File: src/hw/rtl/s256h_pkg.sv
package s256h_pkg;

   typedef logic [31:0] word_type;

   localparam logic [2:0] S_IDLE  = 3'd0;
   localparam logic [2:0] S_LOAD  = 3'd1;
   localparam logic [2:0] S_ROUND = 3'd2;
   localparam logic [2:0] S_ADD   = 3'd3;
   localparam logic [2:0] S_EMIT  = 3'd4;

   localparam logic [1:0] PM_NORM = 2'd0;
   localparam logic [1:0] PM_PADA = 2'd1;
   localparam logic [1:0] PM_PADL = 2'd2;
   localparam logic [1:0] PM_PADZ = 2'd3;

   localparam logic [5:0] LEN_LIMIT = 6'd56;
   localparam logic [7:0] PAD_BYTE  = 8'h80;

   function automatic word_type iv_of(input logic [2:0] i);
      word_type r;
      unique case (i)
         3'd0: r = 32'h6a09e667;
         3'd1: r = 32'hbb67ae85;
         3'd2: r = 32'h3c6ef372;
         3'd3: r = 32'ha54ff53a;
         3'd4: r = 32'h510e527f;
         3'd5: r = 32'h9b05688c;
         3'd6: r = 32'h1f83d9ab;
         3'd7: r = 32'h5be0cd19;
         default: r = '0;
      endcase
      return r;
   endfunction

   function automatic word_type rc_of(input logic [5:0] t);
      word_type r;
      unique case (t)
         6'd0:  r = 32'h428a2f98;  6'd1:  r = 32'h71374491;
         6'd2:  r = 32'hb5c0fbcf;  6'd3:  r = 32'he9b5dba5;
         6'd4:  r = 32'h3956c25b;  6'd5:  r = 32'h59f111f1;
         6'd6:  r = 32'h923f82a4;  6'd7:  r = 32'hab1c5ed5;
         6'd8:  r = 32'hd807aa98;  6'd9:  r = 32'h12835b01;
         6'd10: r = 32'h243185be;  6'd11: r = 32'h550c7dc3;
         6'd12: r = 32'h72be5d74;  6'd13: r = 32'h80deb1fe;
         6'd14: r = 32'h9bdc06a7;  6'd15: r = 32'hc19bf174;
         6'd16: r = 32'he49b69c1;  6'd17: r = 32'hefbe4786;
         6'd18: r = 32'h0fc19dc6;  6'd19: r = 32'h240ca1cc;
         6'd20: r = 32'h2de92c6f;  6'd21: r = 32'h4a7484aa;
         6'd22: r = 32'h5cb0a9dc;  6'd23: r = 32'h76f988da;
         6'd24: r = 32'h983e5152;  6'd25: r = 32'ha831c66d;
         6'd26: r = 32'hb00327c8;  6'd27: r = 32'hbf597fc7;
         6'd28: r = 32'hc6e00bf3;  6'd29: r = 32'hd5a79147;
         6'd30: r = 32'h06ca6351;  6'd31: r = 32'h14292967;
         6'd32: r = 32'h27b70a85;  6'd33: r = 32'h2e1b2138;
         6'd34: r = 32'h4d2c6dfc;  6'd35: r = 32'h53380d13;
         6'd36: r = 32'h650a7354;  6'd37: r = 32'h766a0abb;
         6'd38: r = 32'h81c2c92e;  6'd39: r = 32'h92722c85;
         6'd40: r = 32'ha2bfe8a1;  6'd41: r = 32'ha81a664b;
         6'd42: r = 32'hc24b8b70;  6'd43: r = 32'hc76c51a3;
         6'd44: r = 32'hd192e819;  6'd45: r = 32'hd6990624;
         6'd46: r = 32'hf40e3585;  6'd47: r = 32'h106aa070;
         6'd48: r = 32'h19a4c116;  6'd49: r = 32'h1e376c08;
         6'd50: r = 32'h2748774c;  6'd51: r = 32'h34b0bcb5;
         6'd52: r = 32'h391c0cb3;  6'd53: r = 32'h4ed8aa4a;
         6'd54: r = 32'h5b9cca4f;  6'd55: r = 32'h682e6ff3;
         6'd56: r = 32'h748f82ee;  6'd57: r = 32'h78a5636f;
         6'd58: r = 32'h84c87814;  6'd59: r = 32'h8cc70208;
         6'd60: r = 32'h90befffa;  6'd61: r = 32'ha4506ceb;
         6'd62: r = 32'hbef9a3f7;  6'd63: r = 32'hc67178f2;
         default: r = '0;
      endcase
      return r;
   endfunction

   function automatic word_type ror(input word_type x, input int unsigned n);
      return (x >> n) | (x << (32 - n));
   endfunction

endpackage

File: src/hw/rtl/sha256_stream_hasher.sv
// SHA-256 over a byte stream.
// Input channel (req_): one beat per item. req_mode 0 absorbs req_data_byte,
// req_mode 1 finalizes the message: pads it, compresses, and emits the digest.
// Result channel (rsp_): eight beats per finalize, h0 first, rsp_word_index
// giving the position and rsp_last_word marking the eighth word.
// An absorb beat that does not fill a block leaves req_ready high; the beat
// that fills a 64-byte block starts a compression (a load step, 64 rounds at
// one round per cycle on the shared round unit, a chaining add). A finalize
// compresses one padded block, or two when 56 or more bytes are buffered,
// followed by the digest beats. Block words sit in a 16 x 32 synchronous
// memory read one word ahead of the round that uses it.
// The block takes one item at a time: req_ready is low while a block is
// compressed and while digest beats are pending.
// A stalled receiver holds the current digest beat; nothing is lost.
// Reset loads the initial hash values and clears the byte and bit counts;
// after the last digest beat the block returns to that same state.
module sha256_stream_hasher_core (
   input  logic                    clock,
   input  logic                    reset,
   input  logic                    req_valid,
   output logic                    req_ready,
   input  logic                    req_mode,
   input  logic [7:0]              req_data_byte,
   output logic                    rsp_valid,
   input  logic                    rsp_ready,
   output s256h_pkg::word_type     rsp_digest_word,
   output logic [2:0]              rsp_word_index,
   output logic                    rsp_last_word
);
   import s256h_pkg::*;

   logic [2:0]  state_ff, state_in;
   logic [1:0]  pmode_ff;
   logic [5:0]  fill_ff;
   logic [63:0] bits_ff;
   logic [23:0] acc_ff;
   logic [5:0]  t_ff;
   logic [2:0]  idx_ff;
   word_type    chain_ff [8];
   word_type    v_ff [8];
   word_type    w_ff [16];

   word_type    blk_mem [16];
   word_type    rd_ff;
   logic [3:0]  rd_addr;
   logic        wr_en;

   logic        take;
   logic [3:0]  k;
   logic [3:0]  nw;
   word_type    part_word;
   word_type    blk_word;
   word_type    wt, s0, s1, t1, t2;

   assign take      = req_valid && req_ready;
   assign req_ready = (state_ff == S_IDLE);
   assign rsp_valid = (state_ff == S_EMIT);
   assign rsp_digest_word = chain_ff[idx_ff];
   assign rsp_word_index  = idx_ff;
   assign rsp_last_word   = (idx_ff == 3'd7);

   assign wr_en   = take && !req_mode && (fill_ff[1:0] == 2'd3);
   assign rd_addr = (state_ff == S_LOAD) ? 4'd0 : t_ff[3:0] + 4'd1;

   always_ff @(posedge clock) begin
      if (wr_en) begin
         blk_mem[fill_ff[5:2]] <= {acc_ff, req_data_byte};
      end
      rd_ff <= blk_mem[rd_addr];
   end

   assign k  = t_ff[3:0];
   assign nw = fill_ff[5:2];

   always_comb begin
      unique case (fill_ff[1:0])
         2'd0: part_word = {PAD_BYTE, 24'h0};
         2'd1: part_word = {acc_ff[7:0], PAD_BYTE, 16'h0};
         2'd2: part_word = {acc_ff[15:0], PAD_BYTE, 8'h0};
         2'd3: part_word = {acc_ff[23:0], PAD_BYTE};
         default: part_word = '0;
      endcase
      if (pmode_ff == PM_NORM) begin
         blk_word = rd_ff;
      end else if (pmode_ff == PM_PADZ) begin
         blk_word = '0;
      end else if (k < nw) begin
         blk_word = rd_ff;
      end else if (k == nw) begin
         blk_word = part_word;
      end else begin
         blk_word = '0;
      end
      if (pmode_ff == PM_PADL || pmode_ff == PM_PADZ) begin
         if (k == 4'd14) begin
            blk_word = bits_ff[63:32];
         end else if (k == 4'd15) begin
            blk_word = bits_ff[31:0];
         end
      end
   end

   always_comb begin
      s0 = ror(w_ff[1], 7) ^ ror(w_ff[1], 18) ^ (w_ff[1] >> 3);
      s1 = ror(w_ff[14], 17) ^ ror(w_ff[14], 19) ^ (w_ff[14] >> 10);
      wt = (t_ff < 6'd16) ? blk_word : w_ff[0] + s0 + w_ff[9] + s1;
      t1 = v_ff[7] + (ror(v_ff[4], 6) ^ ror(v_ff[4], 11) ^ ror(v_ff[4], 25))
         + ((v_ff[4] & v_ff[5]) ^ (~v_ff[4] & v_ff[6])) + rc_of(t_ff) + wt;
      t2 = (ror(v_ff[0], 2) ^ ror(v_ff[0], 13) ^ ror(v_ff[0], 22))
         + ((v_ff[0] & v_ff[1]) ^ (v_ff[0] & v_ff[2]) ^ (v_ff[1] & v_ff[2]));
   end

   always_comb begin
      state_in = state_ff;
      unique case (state_ff)
         S_IDLE: begin
            if (take && (req_mode || fill_ff == 6'd63)) begin
               state_in = S_LOAD;
            end
         end
         S_LOAD:  state_in = S_ROUND;
         S_ROUND: begin
            if (t_ff == 6'd63) begin
               state_in = S_ADD;
            end
         end
         S_ADD: begin
            priority if (pmode_ff == PM_PADA) begin
               state_in = S_LOAD;
            end else if (pmode_ff == PM_NORM) begin
               state_in = S_IDLE;
            end else begin
               state_in = S_EMIT;
            end
         end
         S_EMIT: begin
            if (rsp_ready && idx_ff == 3'd7) begin
               state_in = S_IDLE;
            end
         end
         default: state_in = S_IDLE;
      endcase
   end

   always_ff @(posedge clock) begin
      if (reset) begin
         state_ff <= S_IDLE;
         pmode_ff <= PM_NORM;
         fill_ff  <= '0;
         bits_ff  <= '0;
         t_ff     <= '0;
         idx_ff   <= '0;
         for (int i = 0; i < 8; i++) begin
            chain_ff[i] <= iv_of(3'(i));
         end
      end else begin
         state_ff <= state_in;
         unique case (state_ff)
            S_IDLE: begin
               if (take && !req_mode) begin
                  acc_ff  <= {acc_ff[15:0], req_data_byte};
                  fill_ff <= fill_ff + 6'd1;
                  bits_ff <= bits_ff + 64'd8;
                  pmode_ff <= PM_NORM;
               end else if (take) begin
                  pmode_ff <= (fill_ff >= LEN_LIMIT) ? PM_PADA : PM_PADL;
               end
            end
            S_LOAD: begin
               t_ff <= '0;
               for (int i = 0; i < 8; i++) begin
                  v_ff[i] <= chain_ff[i];
               end
            end
            S_ROUND: begin
               t_ff <= t_ff + 6'd1;
               for (int i = 0; i < 15; i++) begin
                  w_ff[i] <= w_ff[i+1];
               end
               w_ff[15] <= wt;
               v_ff[7] <= v_ff[6];
               v_ff[6] <= v_ff[5];
               v_ff[5] <= v_ff[4];
               v_ff[4] <= v_ff[3] + t1;
               v_ff[3] <= v_ff[2];
               v_ff[2] <= v_ff[1];
               v_ff[1] <= v_ff[0];
               v_ff[0] <= t1 + t2;
            end
            S_ADD: begin
               idx_ff <= '0;
               for (int i = 0; i < 8; i++) begin
                  chain_ff[i] <= chain_ff[i] + v_ff[i];
               end
               if (pmode_ff == PM_PADA) begin
                  pmode_ff <= PM_PADZ;
               end
            end
            S_EMIT: begin
               if (rsp_ready) begin
                  idx_ff <= idx_ff + 3'd1;
                  if (idx_ff == 3'd7) begin
                     fill_ff <= '0;
                     bits_ff <= '0;
                     for (int i = 0; i < 8; i++) begin
                        chain_ff[i] <= iv_of(3'(i));
                     end
                  end
               end
            end
            default: begin
            end
         endcase
      end
   end

endmodule

File: config.mk
export PLATFORM = sky130hd
export DESIGN_NAME = sha256_stream_hasher_core
export DESIGN_NICKNAME = d
export VERILOG_FILES = /design/src/hw/rtl/s256h_pkg.sv /design/src/hw/rtl/sha256_stream_hasher.sv
export SDC_FILE = /design/constraint.sdc
export NUM_CORES = 2
export LEC_CHECK = 0
export BUFFER_PORTS_ARGS = -buffer_cell sky130_fd_sc_hd__buf_2
export CORE_MARGIN = 5
export CORE_UTILIZATION = 60
export CTS_CLUSTER_SIZE = 14
export DETAILED_ROUTE_END_ITERATION = 8
export PLACE_DENSITY = 0.79
export SLEW_MARGIN = 5
export SYNTH_ARGS = -nofsm -noshare
export SYNTH_HDL_FRONTEND = slang
export SYNTH_SLANG_ARGS = --single-unit
export TNS_END_PERCENT = 1
File: constraint.sdc
create_clock -name clock -period 23.9 [get_ports clock]
set_input_delay 3.585 -clock clock [delete_from_list [all_inputs] [get_ports clock]]
set_output_delay 3.585 -clock clock [all_outputs]
set_load 0.03 [all_outputs]
==> impl_results.md <==
- Initial antenna violation count: 6
- Core Region: between 150,000 and 200,000 µm²
- Critical Path Start: w_ff[0][40]
- Area grow syn2layout: 9.04%
- Grt ovf: 0
- Most frequent CP cell: fa_1
- Later-pin clock latency in the skew report: ~0.85 ns
- Global-route total usage across every layer: 0.325
- Worst Reg-to-Reg Cells: 47
- Register area share after synthesis: 0.529
- Avg Cell Area, Syn: approximately 11 µm²
- Max Fclk: a little over 0.08 GHz
- Crit end category: flip-flop
- Worst path max stage delay: around 0.85 ns
- Max Buffers Root-to-Sink: 3
- Via count of the routed design: approximately 66,000
- Clk_skew: 0.0782 ns
- Max transition margin: 0.167
- Yosys Warn Count: 0
- Height of the die: 401 µm
- Startpoint types: flip-flop
- Worst-margin pin slew: 1.24 ns
- RSZ-0062 raised after global routing: no
- Buf/Inv on CP: 6
- Largest net degree at the start of global routing: 123
- Starting density of the core: 0.604
- Final setup fails: 0
- PortBufs: 50
- Synth Instances: 8,130
- Post-detail-place hpwl: ~190 mm
- Status: finished clean
- Layout cells sized above 1: 0.0817
- Post-synth ARST share: 0
- Stages on the worst setup path: 47
- Drt pass-1 iters: 8
- WP data required: 24.45 ns
- Ranking of synthesized cells by area: edfxtp_1 (47%), dfxtp_1 (6.0%), ha_1 (5.5%), nand2_1 (5.0%), fa_1 (4.3%)
- Final Slew Violations: 0
- Post-CTS Resized: 0
- Root buf cell: clkbuf_16
- Most common cell after layout, fill and taps aside: edfxtp_1
- Worst setup path endpoint: v_ff[0][29]
- Vias in the first global route: a little over 60,000
- EDFF count, synth: 1,432
- Commonest non-fill, non-tap cells in the layout: edfxtp_1 (1,432), nand2_1 (1,215), a21oi_1 (509), inv_1 (436), o21ai_0 (420)
- # fillers: 11,200
- Fin crit share: 0.503
- Clock transition at the registers of the reported paths: 0.07 ns
- Die area: ~160,000 µm²
- Die Span X: 401 µm
- Slowest cell on the critical path: a311oi_1
- Post-Syn Area: just over 90,000 µm²
- Min-delay worst type: flip-flop to flip-flop
- Mean number of vias per cell: 6.42
- Count of cell types in the netlist: a little under 90
- Top delay family on crit path: compound AO/OA/AOI/OAI gates
- # H-tree levels: 4
- Setup TNS: 0 ns
- # Post-CTS Setup Buffers: 0
- # clock sinks: 1,708
- Ports: between 50 and 60
- Detail Route Antenna Nets: 0
- First-pass GRT wire length: around 400 mm
- Residual DRC: 0
- GPL Wtd Cong: around 1.0
- Arr. time, crit path: 12.57 ns
- Number of synthesized register bits: 1,708
- Flop-to-flop setup slack: 11.88 ns
- Critical path peak fanout: 4
- Minimum clock period: roughly 12 ns
- Total Wirelength: between 200 and 300 mm
- WS Path Type: flip-flop to flip-flop
- Crit Reg-Reg Endpoint: v_ff[0][29]
- Routed WL per cell: roughly 26 µm
- Core Util, Final: 0.658
- CTS Buf Count: 176
- Hold Buf Count CTS: 0
- Final #Nets: ~8,700
- CTS tree: yes
- Synth top area share: 0.469
- Area leader, netlist: edfxtp_1
- Syn_nets: between 8,000 and 9,000
- Max Cap Viol: 0
- Num rows: 143
- R2R Path Start: w_ff[0][40]
- Iter 0 DRT Violations: roughly 8,700
- Top FF cell, synth: edfxtp_1
- Final Hold Fails: 0
-- area by class of cell --
class | count | area [µm²] | area share
diodes | 5 | 12.5 | 0.000125
inverters | 440 | 1660 | 0.0166
clock inverters | 96 | 1060 | 0.0106
clock buffers | 232 | 4810 | 0.0480
flip-flops and latches | 1708 | 48500 | 0.485
repair buffers | 169 | 1140 | 0.0114
well taps | 2030 | 2540 | 0.0254
multi-input cells | 5585 | 40300 | 0.402
-- metal layers --
metal	global-route usage	wire (µm)	vias to the layer above
met5	0	0	-
met4	0.0867	7790	0
met3	0.0880	32000	482
met2	0.477	116000	3684
met1	0.481	112000	32400
li1	-	-	29300
-- worst min path at each step --
| stage | from | end | slack [ns] | cells past startpoint |
|---|---|---|---|---|
| 4_1_cts | w_ff[1][73] | w_ff[1][41] | 0.39 | 0 |
| 3_3_place_gp | w_ff[0][206] | w_ff[0][174] | 0.40 | 0 |
| 5_1_grt | w_ff[1][73] | w_ff[1][41] | 0.39 | 0 |
| 3_5_place_dp | w_ff[0][156] | w_ff[0][124] | 0.40 | 0 |
| 2_1_floorplan | w_ff[0][132] | w_ff[0][100] | 0.40 | 0 |
| 6_report | w_ff[1][73] | w_ff[1][41] | 0.39 | 0 |
-- registers in the layout, summed over array words and instances, names as in the netlist, named ones only --
name,cells
blk_mem,512
w_ff,512
chain_ff,256
v_ff,256
bits_ff,61
rd_ff,32
acc_ff,24
fill_ff,6
t_ff,6
rsp_word_index,3
state_ff,3
pmode_ff,2
-- through the flow --
stage | setup slack (ns) | cells | hold WS (ns) | instance area, µm²
global route | 11.44 | 10300 | 0.388 | 100000
floorplan | 4.47 | 8130 | 0.400 | 91700
CTS | 12.12 | 10300 | 0.390 | 100000
finish | 11.88 | 10300 | 0.393 | 100000
detailed placement | 12.23 | 9932 | 0.405 | 94100
global placement | 12.45 | 9932 | 0.400 | 94100
-- cell usage after synthesis, drive strengths merged (195+ instances only) --
cell type and instances:
edfxtp 1432, xor2 210, nor2 378, nand2 1220, o21ai 424, xnor2 384, a21oi 509, ha 402
fa 195, inv 439, a21o 197, clkbuf 339, dfxtp 276
-- kinds of logic (layout without fill, tap and decap cells) --
kind of cell | Yosys count | after routing | synth area share
xor+xnor | 594 | 594 | 0.0567
compound gates | 1844 | 1844 | 0.127
flops | 1708 | 1708 | 0.529
mux | 295 | 295 | 0.0461
buf+inv | 837 | 937 | 0.0345
simple gates | 2250 | 2250 | 0.108
other cells | 0 | 5 | 0
fa+ha+maj | 602 | 602 | 0.0979
Power is not shown: default switching activity piles up to over one toggle a cycle in this logic, so the estimate is an artifact.
